[src/design/assert_macros.svh]
// Assertion macros for the design files; only the controller includes them.
`ifndef ASSERT_MACROS_SVH
`define ASSERT_MACROS_SVH
`ifndef SYNTH
`define ASSERT_AT(lbl, clk, rst, prop) \
  lbl: assert property (@(posedge clk) disable iff (rst) prop) \
    else $error("assertion failed");
`define ASSERT_NEVER(lbl, clk, rst, expr) \
  lbl: assert property (@(posedge clk) disable iff (rst) !(expr)) \
    else $error("forbidden condition");
`else
`define ASSERT_AT(lbl, clk, rst, prop)
`define ASSERT_NEVER(lbl, clk, rst, expr)
`endif
`endif

[src/design/qcf_pkg.sv]
// Types and constants of the quadratic contour flattener.
package qcf_pkg;

  localparam int VERTEX_BITS   = 27;
  localparam int K_BITS        = 3;
  localparam int CFG_DATA_BITS = 32;
  localparam int CFG_ADDR_BITS = 3;
  localparam logic [K_BITS-1:0] INTERVALS_RESET = 3'd5;
  localparam logic [0:0] REG_INTERVALS = 1'b0;

  typedef logic signed [VERTEX_BITS-1:0] vtx_t;

  typedef enum logic [1:0] {
    SEG_NONE  = 2'd0,
    SEG_LINE  = 2'd1,
    SEG_CURVE = 2'd2
  } seg_t;

  typedef enum logic [1:0] {
    SEL_START  = 2'd0,
    SEL_SAMPLE = 2'd1,
    SEL_END    = 2'd2
  } sel_t;

  typedef struct packed {
    logic take;
    logic prep;
    logic emit;
    sel_t sel;
    logic curve;
    logic first;
    logic last;
  } dp_cmd_t;

  typedef struct packed {
    seg_t kind;
  } dp_stat_t;

endpackage

[src/design/qcf_dp.sv]
// Datapath: point history, segment endpoints, forward-difference sampler, vertex register.
module qcf_dp #(
  parameter int COORD_BITS = 16
) (
  input  logic                                 clk,
  input  logic                                 rst,
  input  logic signed [COORD_BITS-1:0]         point_x,
  input  logic signed [COORD_BITS-1:0]         point_y,
  input  logic                                 on_curve,
  input  logic                                 contour_start,
  input  logic [qcf_pkg::K_BITS-1:0]           kl,
  input  qcf_pkg::dp_cmd_t                     cmd,
  output qcf_pkg::dp_stat_t                    stat,
  output logic signed [qcf_pkg::VERTEX_BITS-1:0] vertex_x,
  output logic signed [qcf_pkg::VERTEX_BITS-1:0] vertex_y,
  output logic                                 is_curve,
  output logic                                 strip_first,
  output logic                                 last
);
  import qcf_pkg::*;

  typedef logic signed [COORD_BITS-1:0] crd_t;
  typedef logic signed [COORD_BITS:0]   half_t;

  crd_t prev_x, prev_y, older_x, older_y;
  logic prev_on, older_on;
  logic [1:0] points_seen;

  half_t s_x, s_y, q_x, q_y, e_x, e_y;
  vtx_t  v_x, v_y, d_x, d_y, a_x, a_y;

  logic [1:0] seen_eff;
  seg_t  kind;
  half_t s_x_new, s_y_new, e_x_new, e_y_new;
  vtx_t  sx_w, sy_w, qx_w, qy_w, ex_w, ey_w;
  vtx_t  dqx, dqy, ddx, ddy;
  logic [3:0] sh_d, sh_dd, sh_a;

  always_comb begin
    seen_eff = contour_start ? 2'd0 : points_seen;
    if (seen_eff != 2'd0 && prev_on && on_curve) begin
      kind = SEG_LINE;
    end else if (seen_eff == 2'd2 && !prev_on) begin
      kind = SEG_CURVE;
    end else begin
      kind = SEG_NONE;
    end
    if (kind == SEG_LINE || older_on) begin
      s_x_new = (kind == SEG_LINE) ? half_t'(prev_x) <<< 1 : half_t'(older_x) <<< 1;
      s_y_new = (kind == SEG_LINE) ? half_t'(prev_y) <<< 1 : half_t'(older_y) <<< 1;
    end else begin
      s_x_new = half_t'(older_x) + half_t'(prev_x);
      s_y_new = half_t'(older_y) + half_t'(prev_y);
    end
    if (on_curve) begin
      e_x_new = half_t'(point_x) <<< 1;
      e_y_new = half_t'(point_y) <<< 1;
    end else begin
      e_x_new = half_t'(prev_x) + half_t'(point_x);
      e_y_new = half_t'(prev_y) + half_t'(point_y);
    end
  end

  assign stat.kind = kind;

  always_comb begin
    sx_w  = vtx_t'(s_x);
    sy_w  = vtx_t'(s_y);
    qx_w  = vtx_t'(q_x);
    qy_w  = vtx_t'(q_y);
    ex_w  = vtx_t'(e_x);
    ey_w  = vtx_t'(e_y);
    dqx   = qx_w - sx_w;
    dqy   = qy_w - sy_w;
    ddx   = sx_w - (qx_w <<< 1) + ex_w;
    ddy   = sy_w - (qy_w <<< 1) + ey_w;
    sh_d  = 4'd11 - 4'(kl);
    sh_dd = 4'd10 - {kl, 1'b0};
    sh_a  = sh_dd + 4'd1;
  end

  always_ff @(posedge clk) begin
    if (rst) begin
      prev_x      <= '0;
      prev_y      <= '0;
      prev_on     <= 1'b0;
      older_x     <= '0;
      older_y     <= '0;
      older_on    <= 1'b0;
      points_seen <= 2'd0;
    end else if (cmd.take) begin
      older_x     <= prev_x;
      older_y     <= prev_y;
      older_on    <= prev_on;
      prev_x      <= point_x;
      prev_y      <= point_y;
      prev_on     <= on_curve;
      points_seen <= (seen_eff == 2'd2) ? 2'd2 : seen_eff + 2'd1;
    end
  end

  always_ff @(posedge clk) begin
    if (cmd.take) begin
      s_x <= s_x_new;
      s_y <= s_y_new;
      q_x <= half_t'(prev_x) <<< 1;
      q_y <= half_t'(prev_y) <<< 1;
      e_x <= e_x_new;
      e_y <= e_y_new;
    end
    if (cmd.prep) begin
      v_x <= sx_w <<< 10;
      v_y <= sy_w <<< 10;
      d_x <= (dqx <<< sh_d) + (ddx <<< sh_dd);
      d_y <= (dqy <<< sh_d) + (ddy <<< sh_dd);
      a_x <= ddx <<< sh_a;
      a_y <= ddy <<< sh_a;
    end else if (cmd.emit && cmd.sel == SEL_SAMPLE) begin
      v_x <= v_x + d_x;
      v_y <= v_y + d_y;
      d_x <= d_x + a_x;
      d_y <= d_y + a_y;
    end
  end

  always_ff @(posedge clk) begin
    if (cmd.emit) begin
      case (cmd.sel)
        SEL_START: begin
          vertex_x <= sx_w <<< 10;
          vertex_y <= sy_w <<< 10;
        end
        SEL_SAMPLE: begin
          vertex_x <= v_x;
          vertex_y <= v_y;
        end
        SEL_END: begin
          vertex_x <= ex_w <<< 10;
          vertex_y <= ey_w <<< 10;
        end
        default: begin
          vertex_x <= '0;
          vertex_y <= '0;
        end
      endcase
      is_curve    <= cmd.curve;
      strip_first <= cmd.first;
      last        <= cmd.last;
    end
  end

endmodule

[src/design/qcf_ctrl.sv]
// Controller: input handshake, segment sequencing and output valid.
`include "assert_macros.svh"
module qcf_ctrl #(
  parameter int MAX_INTERVALS_LOG2 = 5
) (
  input  logic                       clk,
  input  logic                       rst,
  input  logic                       point_valid,
  output logic                       point_stall,
  output logic                       vertex_valid,
  input  logic                       vertex_stall,
  input  logic [qcf_pkg::K_BITS-1:0] kl,
  input  qcf_pkg::dp_stat_t          stat,
  output qcf_pkg::dp_cmd_t           cmd
);
  import qcf_pkg::*;

  localparam int CNT_BITS = $clog2((1 << MAX_INTERVALS_LOG2) + 3);

  typedef enum logic [2:0] {
    ST_IDLE  = 3'b001,
    ST_SETUP = 3'b010,
    ST_EMIT  = 3'b100
  } state_t;

  state_t state, state_next;
  logic [CNT_BITS-1:0] cnt, cnt_next, last_idx;
  logic curve, curve_next;
  logic take, out_free, emit;

  assign point_stall = (state != ST_IDLE);
  assign take        = point_valid && (state == ST_IDLE);
  assign out_free    = !vertex_valid || !vertex_stall;
  assign emit        = (state == ST_EMIT) && out_free;
  assign last_idx    = curve ? CNT_BITS'((1 << kl) + 2) : CNT_BITS'(1);

  always_comb begin
    state_next = state;
    cnt_next   = cnt;
    curve_next = curve;
    case (state)
      ST_IDLE: begin
        if (take && stat.kind != SEG_NONE) begin
          state_next = ST_SETUP;
          curve_next = (stat.kind == SEG_CURVE);
        end
      end
      ST_SETUP: begin
        state_next = ST_EMIT;
        cnt_next   = '0;
      end
      ST_EMIT: begin
        if (emit) begin
          if (cnt == last_idx) begin
            state_next = ST_IDLE;
          end else begin
            cnt_next = cnt + 1'b1;
          end
        end
      end
      default: begin
        state_next = ST_IDLE;
      end
    endcase
  end

  always_comb begin
    cmd.take  = take;
    cmd.prep  = (state == ST_SETUP);
    cmd.emit  = emit;
    cmd.curve = curve;
    cmd.first = (cnt == '0);
    cmd.last  = (cnt == last_idx);
    if (cnt == '0) begin
      cmd.sel = SEL_START;
    end else if (cnt == last_idx) begin
      cmd.sel = SEL_END;
    end else begin
      cmd.sel = SEL_SAMPLE;
    end
  end

  always_ff @(posedge clk) begin
    if (rst) begin
      state        <= ST_IDLE;
      cnt          <= '0;
      curve        <= 1'b0;
      vertex_valid <= 1'b0;
    end else begin
      state <= state_next;
      cnt   <= cnt_next;
      curve <= curve_next;
      if (emit) begin
        vertex_valid <= 1'b1;
      end else if (!vertex_stall) begin
        vertex_valid <= 1'b0;
      end
    end
  end

  `ASSERT_AT(a_emit_free, clk, rst, emit |-> (!vertex_valid || !vertex_stall))
  `ASSERT_AT(a_take_setup, clk, rst, (take && stat.kind != SEG_NONE) |=> state == ST_SETUP)
  `ASSERT_NEVER(a_cnt_range, clk, rst, state == ST_EMIT && cnt > last_idx)

endmodule

[src/design/quadratic_contour_flattener.sv]
// Top level of the quadratic contour flattener: register port, controller and datapath.
//
//   channel   direction  handshake                    payload
//   point     in         point_valid / point_stall    point_x, point_y, on_curve, contour_start
//   vertex    out        vertex_valid / vertex_stall  vertex_x, vertex_y, is_curve,
//                                                     strip_first, last
//   config    in         APB psel/penable/pwrite      paddr, pwdata, prdata
//
// An accepted point that completes no segment leaves the controller idle. After a setup
// state, a line gives two vertices and a curve 2^k + 3, one vertex per cycle while the
// vertex side does not stall, curve samples out of the forward-difference sampler.
// point_stall stays high from acceptance of a point that completes a segment until the last
// vertex is loaded into the output register; a stall on the vertex side holds the sampler.
// Reset is synchronous; it clears the point history and sets intervals_log2 to 5.
module quadratic_contour_flattener #(
  parameter int COORD_BITS         = 16,
  parameter int MAX_INTERVALS_LOG2 = 5
) (
  input  logic                                     clk,
  input  logic                                     rst,
  input  logic                                     point_valid,
  output logic                                     point_stall,
  input  logic signed [COORD_BITS-1:0]             point_x,
  input  logic signed [COORD_BITS-1:0]             point_y,
  input  logic                                     on_curve,
  input  logic                                     contour_start,
  output logic                                     vertex_valid,
  input  logic                                     vertex_stall,
  output logic signed [qcf_pkg::VERTEX_BITS-1:0]   vertex_x,
  output logic signed [qcf_pkg::VERTEX_BITS-1:0]   vertex_y,
  output logic                                     is_curve,
  output logic                                     strip_first,
  output logic                                     last,
  input  logic                                     psel,
  input  logic                                     penable,
  input  logic                                     pwrite,
  input  logic [qcf_pkg::CFG_ADDR_BITS-1:0]        paddr,
  input  logic [qcf_pkg::CFG_DATA_BITS-1:0]        pwdata,
  output logic [qcf_pkg::CFG_DATA_BITS-1:0]        prdata,
  output logic                                     pready
);
  import qcf_pkg::*;

  logic [K_BITS-1:0] intervals_log2, kl;
  dp_cmd_t  cmd;
  dp_stat_t stat;

  assign pready = 1'b1;

  always_ff @(posedge clk) begin
    if (rst) begin
      intervals_log2 <= INTERVALS_RESET;
    end else if (psel && penable && pwrite && paddr[CFG_ADDR_BITS-1] == REG_INTERVALS) begin
      intervals_log2 <= pwdata[K_BITS-1:0];
    end
  end

  always_comb begin
    if (paddr[CFG_ADDR_BITS-1] == REG_INTERVALS) begin
      prdata = CFG_DATA_BITS'(intervals_log2);
    end else begin
      prdata = '0;
    end
  end

  assign kl = (intervals_log2 > K_BITS'(MAX_INTERVALS_LOG2)) ?
              K_BITS'(MAX_INTERVALS_LOG2) : intervals_log2;

  qcf_ctrl #(
    .MAX_INTERVALS_LOG2(MAX_INTERVALS_LOG2)
  ) u_ctrl (
    .clk         (clk),
    .rst         (rst),
    .point_valid (point_valid),
    .point_stall (point_stall),
    .vertex_valid(vertex_valid),
    .vertex_stall(vertex_stall),
    .kl          (kl),
    .stat        (stat),
    .cmd         (cmd)
  );

  qcf_dp #(
    .COORD_BITS(COORD_BITS)
  ) u_dp (
    .clk          (clk),
    .rst          (rst),
    .point_x      (point_x),
    .point_y      (point_y),
    .on_curve     (on_curve),
    .contour_start(contour_start),
    .kl           (kl),
    .cmd          (cmd),
    .stat         (stat),
    .vertex_x     (vertex_x),
    .vertex_y     (vertex_y),
    .is_curve     (is_curve),
    .strip_first  (strip_first),
    .last         (last)
  );

endmodule

[config.mk]
export PLATFORM = sky130hd
export DESIGN_NAME = quadratic_contour_flattener
export DESIGN_NICKNAME = d
export VERILOG_FILES = /design/src/design/qcf_pkg.sv /design/src/design/qcf_dp.sv /design/src/design/qcf_ctrl.sv /design/src/design/quadratic_contour_flattener.sv
export VERILOG_INCLUDE_DIRS = /design/src /design/src/design
export SDC_FILE = /design/constraint.sdc
export NUM_CORES = 1
export LEC_CHECK = 0
export BUFFER_PORTS_ARGS = -buffer_cell sky130_fd_sc_hd__buf_2
export CAP_MARGIN = 40
export CORE_MARGIN = 8
export CORE_UTILIZATION = 45
export DETAILED_ROUTE_END_ITERATION = 10
export GPL_ROUTABILITY_DRIVEN = 0
export GPL_TIMING_DRIVEN = 0
export PLACE_DENSITY_LB_ADDON = 0.3
export REMOVE_ABC_BUFFERS = 1
export SLEW_MARGIN = 15
export SYNTH_ARGS = -nofsm -noshare
export SYNTH_HDL_FRONTEND = slang
export SYNTH_SLANG_ARGS = --single-unit
[constraint.sdc]
create_clock -name clk -period 13 [get_ports clk]
set_input_delay 0.65 -clock clk [delete_from_list [all_inputs] [get_ports clk]]
set_output_delay 0.65 -clock clk [all_outputs]
set_load 0.02 [all_outputs]
==> impl_metrics.yaml, run 1 <==
sta:
  fin_crit_ps: 6180
  slew_headroom: 0.423
  setup_viol: 0
  finalHoldViolCount: 0
  fmax_mhz: 162
  setup_ws_ps: 6820
  slew_viol_final: 0
  rsz0062_at_grt: "no"
  worstMarginPinSlew_ps: 863
  holdWs_ps: 290
  fin_crit_sh: 0.476
  finalClockSkew_ps: 31.3
outcome:
  status: "finished, final reports clean"
routing:
  dr.pass1.iters: 6
  num_vias: 26100
  drt-initial-drc-count: 1932
  drc: 0
  finalWirelength_um: 82300
  antenna_left: 0
  wl_per_cell_um: 17.7
  drt-vias-per-instance: 5.60
power:
  leakage_nw: 15.1
  pwr-share-clk: 0.269
  comb_power_share: 0.442
  swShare: 0.381
  power_switching_mw: 1.95
  ir_worst_vdd_v: 0.0000929
  p_per_area_mw_per_mm2: 145
  p_seq_frac: 0.289
  total_power_mw: 5.13
  power.internal_mw: 3.17
worst_setup_path:
  critPathArrivalTime_ps: 6610
  start_kind: "register"
  crit_top_cell: "a21oi_1"
  path_delay_family: "compound AO/OA/AOI/OAI gates"
  critPathBufInv: 1
  cp_slowest_cell: "fa_1"
  critPathKind: "reg2reg"
  cp.required_ps: 13420
  max_stage_delay_ps: 540
  worstPathCellList: "fa_1, inv_1, ha_1, a21o_1, a31o_1, a211oi_2, a31o_1, a21oi_1, a221oi_1, xor2_1, nor2_1, a21oi_1, mux2i_1, ha_1, a21oi_1, nor2b_1, o21a_1, o21a_1, o21ai_0, a31oi_1, a221o_1, a211oi_1, a31oi_1, o211ai_1"
  cp_max_fo: 6
  crit_path_end_kind: "register"
clocking:
  ctsHoldBuffers: 0
  cts_tree: "built"
  cts_buffers: 48
  cts_root_buf: "clkbuf_16"
  clk_pin_slew_ps: 60
  cts-htree-levels: 2
  post_cts_buffers: 0
  worst_skew_pair.late_latency_ps: 600
  cts.sinks: 399
  cts_resized: 0
  clockBufferDepth: 3
min_path:
  hold_path.class: "in2reg"
layout:
  multi_input_area_mm2: 0.0195
  syn_to_final_growth_pct: 10.8
  seq_area_mm2: 0.0110
  layout_commonest_cell: "a21oi_1"
  final_cell_mix: "a21oi_1 (381), nand2_1 (368), edfxtp_1 (297)"
  fill_cells: 6623
  nets: 4093
  post-route-util: 0.504
  drive_above_1_share: 0.0745
yosys:
  synth_ff_type: "edfxtp_1"
  yosysWarnings: 0
  syn_inst: 3614
  synth_cell_types: 98
  syn-mean-instance-area_um2: 8.83
  yosys.area.top_type_share: 0.279
  synth_seq_area_share: 0.343
  yosys-top-cells-area: "edfxtp_1 (28%), ha_1 (12%), dfxtp_1 (6.4%), a21oi_1 (6.0%), nand2_1 (4.4%)"
  synth-edff-count: 297
  synth_area_mm2: 0.0319
  synth_top_area_cell: "edfxtp_1"
  ys_ff_latch: 399
  synthArstFlopShare: 0
global_routing:
  grt_pass1_wl_um: 131000
  grt_start_max_net_pins: 119
  antenna_found_initial: 2
  grt_pass1_vias: 24800
  overflow: 0
  grt_usage: 0.202
floorplanning:
  core.rowCount: 97
  die-area_mm2: 0.0797
  core-area_mm2: 0.0701
  io_pins: 168
  fp.dieH_um: 282
  die_x_um: 282
  floorplan.initialDensity: 0.455
placement:
  place_hpwl_um: 63300
  portBuffers: 106
  pre_cts_ws_ps: 6970
flow_run:
  cap_viol_max_count: 0
-- worst register-to-register path, stage by stage, from the launching register on --
cell and delay, ps:
edfxtp_1 460, fa_1 540, inv_1 40, ha_1 340, a21o_1 180, a31o_1 220, a211oi_2 340, a31o_1 240
a21oi_1 130, a221oi_1 330, xor2_1 330, nor2_1 70, a21oi_1 300, mux2i_1 190, ha_1 430, a21oi_1 230
nor2b_1 70, o21a_1 170, o21a_1 170, o21ai_0 230, a31oi_1 210, a221o_1 400, a211oi_1 210, a31oi_1 110
o211ai_1 80
-- cells by family (layout without fill, tap and decap cells) --
group,Yosys count,after routing,share of synthesized area
compound gates,1088,1088,0.212
simple gates,1025,1025,0.147
buf+inv,414,476,0.0530
flops,399,399,0.343
fa+ha+maj,339,339,0.143
xor+xnor,224,224,0.0617
mux,123,123,0.0397
other cells,2,46,0.000235
-- routing by layer --
metal / vias to the layer above / track usage / share of wire
li1: 13100 / - / -
met1: 12200 / 0.285 / 0.47
met5: - / 0 / 0
met3: 107 / 0.0327 / 0.068
met2: 702 / 0.320 / 0.44
met4: 0 / 0.0553 / 0.022
-- layout make-up --
type,instances,share of cell area
Antenna cell,2,0.000141
Clock buffer,66,0.0373
Clock inverter,24,0.00838
Inverter,248,0.0267
Multi-Input combinational cell,2843,0.551
Sequential cell,399,0.310
Tap cell,940,0.0332
Timing Repair Buffer,138,0.0328
-- power groups by stage --
stage | clock network (mW) | logic (mW) | registers [mW]
after global routing | 1.46 | 2.52 | 1.49
final | 1.38 | 2.27 | 1.48
after CTS | 1.41 | 2.23 | 1.48
after detailed placement | 0 | 2.21 | 1.51
after floorplan | 0 | 1.75 | 1.49
after global placement | 0 | 2.19 | 1.51
-- cells in the mapped netlist, types with 36 or more instances --
cell / count
a21oi_1: 383
nand2_1: 370
edfxtp_1: 297
ha_1: 295
nor2_1: 291
o21ai_0: 253
inv_1: 244
xnor2_1: 133
mux2i_1: 112
dfxtp_1: 102
clkbuf_1: 94
xor2_1: 90
a21o_1: 86
nor3_1: 64
nand3_1: 57
o21a_1: 45
fa_1: 44
nor2b_1: 44
o22ai_1: 39
and2_1: 38
nand2b_1: 36
-- state kept, by name, summed over array words and instances (netlist names), 6 cells and up --
register and count:
u_dp.d_x 27, u_dp.older_y 16, u_dp.v_y 27, u_dp.s_y 17, u_dp.s_x 17, u_dp.d_y 27
u_ctrl.cnt 6, u_dp.prev_y 16, u_dp.e_y 17, u_dp.a_x 26, u_dp.prev_x 16, u_dp.v_x 27
u_dp.q_x 16, u_dp.vertex_y 27, u_dp.a_y 26, u_dp.q_y 16, u_dp.vertex_x 27, u_dp.e_x 17
u_dp.older_x 16
-- through the flow --
step                      TNS, ps  area [um^2]  instances
after CTS                       0        35400       4658
after global placement    -940570        33000       4536
after detailed placement        0        33800       4568
final                           0        35400       4660
after floorplan                 0        31300       3490
after global routing            0        35400       4658
-- final timing paths --
| kind | from | to | slack, ps | cells past startpoint |
|---|---|---|---|---|
| worst max-delay path | u_dp.q_x[2] | u_dp.d_x[26] | 6820 | 24 |
| worst min-delay path | pwdata[1] | intervals_log2[1] | 290 | 3 |
| worst max register to register | u_dp.q_x[2] | u_dp.d_x[26] | 6820 | 24 |
| worst min register to register | u_ctrl.state[0] | u_ctrl.state[2] | 430 | 1 |
(Power assumes the default switching activity.)
==> run 2: changes to the inputs <==
- clock period: 13 -> 5 ns (I/O delays scaled with it)
==> impl_metrics.yaml, run 2 (same netlist as run 1, synthesis figures left out) <==
outcome:
  status: "finished with violations"
  violations: "negative setup slack"
power:
  pwr-share-clk: 0.233
  power.internal_mw: 9.48
  ir_worst_vdd_v: 0.000273
  total_power_mw: 15.4
  leakage_nw: 15.8
  p_seq_frac: 0.251
  swShare: 0.383
  power_switching_mw: 5.89
  p_per_area_mw_per_mm2: 412
  comb_power_share: 0.516
global_routing:
  grt_start_max_net_pins: 119
  grt_usage: 0.207
  antenna_found_initial: 1
  grt_pass1_vias: 25700
  overflow: 0
  grt_pass1_wl_um: 135000
routing:
  drt-initial-drc-count: 1975
  dr.pass1.iters: 6
  finalWirelength_um: 85700
  drc: 0
  wl_per_cell_um: 17.9
  drt-vias-per-instance: 5.63
  num_vias: 27000
  antenna_left: 0
floorplanning:
  die-area_mm2: 0.0797
  fp.dieH_um: 282
  core.rowCount: 97
  io_pins: 168
  floorplan.initialDensity: 0.455
  core-area_mm2: 0.0701
  die_x_um: 282
min_path:
  hold_path.class: "in2reg"
flow_run:
  cap_viol_max_count: 0
clocking:
  cts.sinks: 399
  worst_skew_pair.late_latency_ps: 610
  cts-htree-levels: 2
  cts_root_buf: "clkbuf_16"
  clk_pin_slew_ps: 70
  clockBufferDepth: 3
  cts_tree: "built"
  cts_buffers: 48
sta:
  rsz0062_at_grt: "yes"
  slew_viol_final: 0
  setup_viol: 18
  finalHoldViolCount: 0
  fin_crit_sh: 1.08
  worstMarginPinSlew_ps: 877
  slew_headroom: 0.414
  setup_ws_ps: -399
  fin_crit_ps: 5400
  finalClockSkew_ps: 32.8
  fmax_mhz: 185
placement:
  portBuffers: 106
  pre_cts_ws_ps: -1030
  dp.cells: 4568
  place_hpwl_um: 63300
worst_setup_path:
  critPathKind: "reg2reg"
  critPathBufInv: 2
  path_delay_family: "compound AO/OA/AOI/OAI gates"
  crit_top_cell: "a21oi_2"
  start_kind: "register"
  cp_slowest_cell: "fa_1"
  cp.required_ps: 5430
  crit_path_end_kind: "register"
  cp_max_fo: 3
  max_stage_delay_ps: 520
  critPathArrivalTime_ps: 5830
layout:
  layout_commonest_cell: "nand2_1"
  nets: 4221
  syn_to_final_growth_pct: 16.8
  final_cell_mix: "nand2_1 (364), a21oi_1 (351), edfxtp_1 (297)"
  stdcell_count: 4788
  fill_cells: 6380
  drive_above_1_share: 0.131
==> run 2: changes by cell type in the layout (fill, tap and decap cells not counted), moves of 20 or more <==
cell / previous run / this run
dlygate4sd3_1: 0 / 37
o21ai_0: 253 / 233
buf_4: 2 / 86
ha_1: 295 / 275
a21oi_1: 381 / 351
a21oi_2: 1 / 27
==> run 2: power by group through the flow <==
| stage | registers (mW) | clock network (mW) | logic [mW] |
|---|---|---|---|
| after floorplan | 3.88 | 0 | 4.54 |
| after global placement | 3.93 | 0 | 5.69 |
| after detailed placement | 3.92 | 0 | 5.74 |
| after CTS | 3.85 | 3.67 | 6.84 |
| after global routing | 3.86 | 3.79 | 8.59 |
| final | 3.85 | 3.59 | 7.94 |
==> run 2: worst reg2reg max path: stages, from the launching register on <==
cell and delay, ps:
edfxtp_1 390, inv_2 80, fa_1 520, inv_2 50, ha_4 230, a21o_1 150
a31o_1 230, a211oi_4 270, a31o_1 230, a21oi_2 100, a221oi_2 290, xor2_1 260
nor2_1 90, a21oi_2 170, mux2i_1 130, ha_1 360, a21oi_2 180, nor2b_1 80
o21a_1 170, o21a_1 170, o21ai_2 190, a31oi_4 140, a221o_1 400, a211oi_2 160
a31oi_1 100, o211ai_1 90
==> run 2: path summary, 6_finish.rpt <==
kind,startpoint,endpoint,slack (ps),depth (start not counted)
worst max register to register,u_dp.s_x[3],u_dp.d_x[26],-400,25
worst min-delay path,rst,u_dp.prev_y[0],60,2
worst min register to register,u_ctrl.state[0],u_ctrl.state[2],440,1
worst max-delay path,u_dp.s_x[3],u_dp.d_x[26],-400,25
==> run 2: metrics by stage <==
| step | instance area [um^2] | hold slack [ps] | TNS (ps) | util |
|---|---|---|---|---|
| after floorplan | 31300 | 319 | -1319380 | - |
| after global placement | 33000 | 409 | -3677930 | 0.471 |
| after detailed placement | 33800 | 438 | -27670 | 0.481 |
| after CTS | 36600 | 11.7 | -2590 | 0.522 |
| after global routing | 37300 | 58.6 | -8470 | 0.532 |
| final | 37300 | 62.6 | -3330 | 0.532 |
==> run 2: metal layers <==
layer / wire length [um] / GRT usage / vias up / part of all wire
li1: - / - / 13400 / -
met1: 40100 / 0.288 / 12700 / 0.47
met2: 37900 / 0.329 / 764 / 0.44
met3: 5350 / 0.0308 / 140 / 0.062
met4: 2370 / 0.0644 / 0 / 0.028
met5: 0 / 0 / - / 0
==> run 2: layout make-up <==
| cell class | count | area [um^2] | area share |
|---|---|---|---|
| Clock inverter | 24 | 297 | 0.00795 |
| Tap cell | 940 | 1180 | 0.0315 |
| Multi-Input combinational cell | 2843 | 20300 | 0.545 |
| Antenna cell | 2 | 5.00 | 0.000134 |
| Sequential cell | 399 | 11000 | 0.294 |
| Timing Repair Buffer | 266 | 2260 | 0.0605 |
| Clock buffer | 66 | 1320 | 0.0354 |
| Inverter | 248 | 950 | 0.0255 |
==> run 2: repair_timing <==
action                     4_1_cts  5_1_grt
hold buffers                    37        0
gates resized for setup         96       93
setup endpoints to repair      113       75
hold endpoints to repair        57        0
pin swaps                       59       73
setup buffers                   55       36
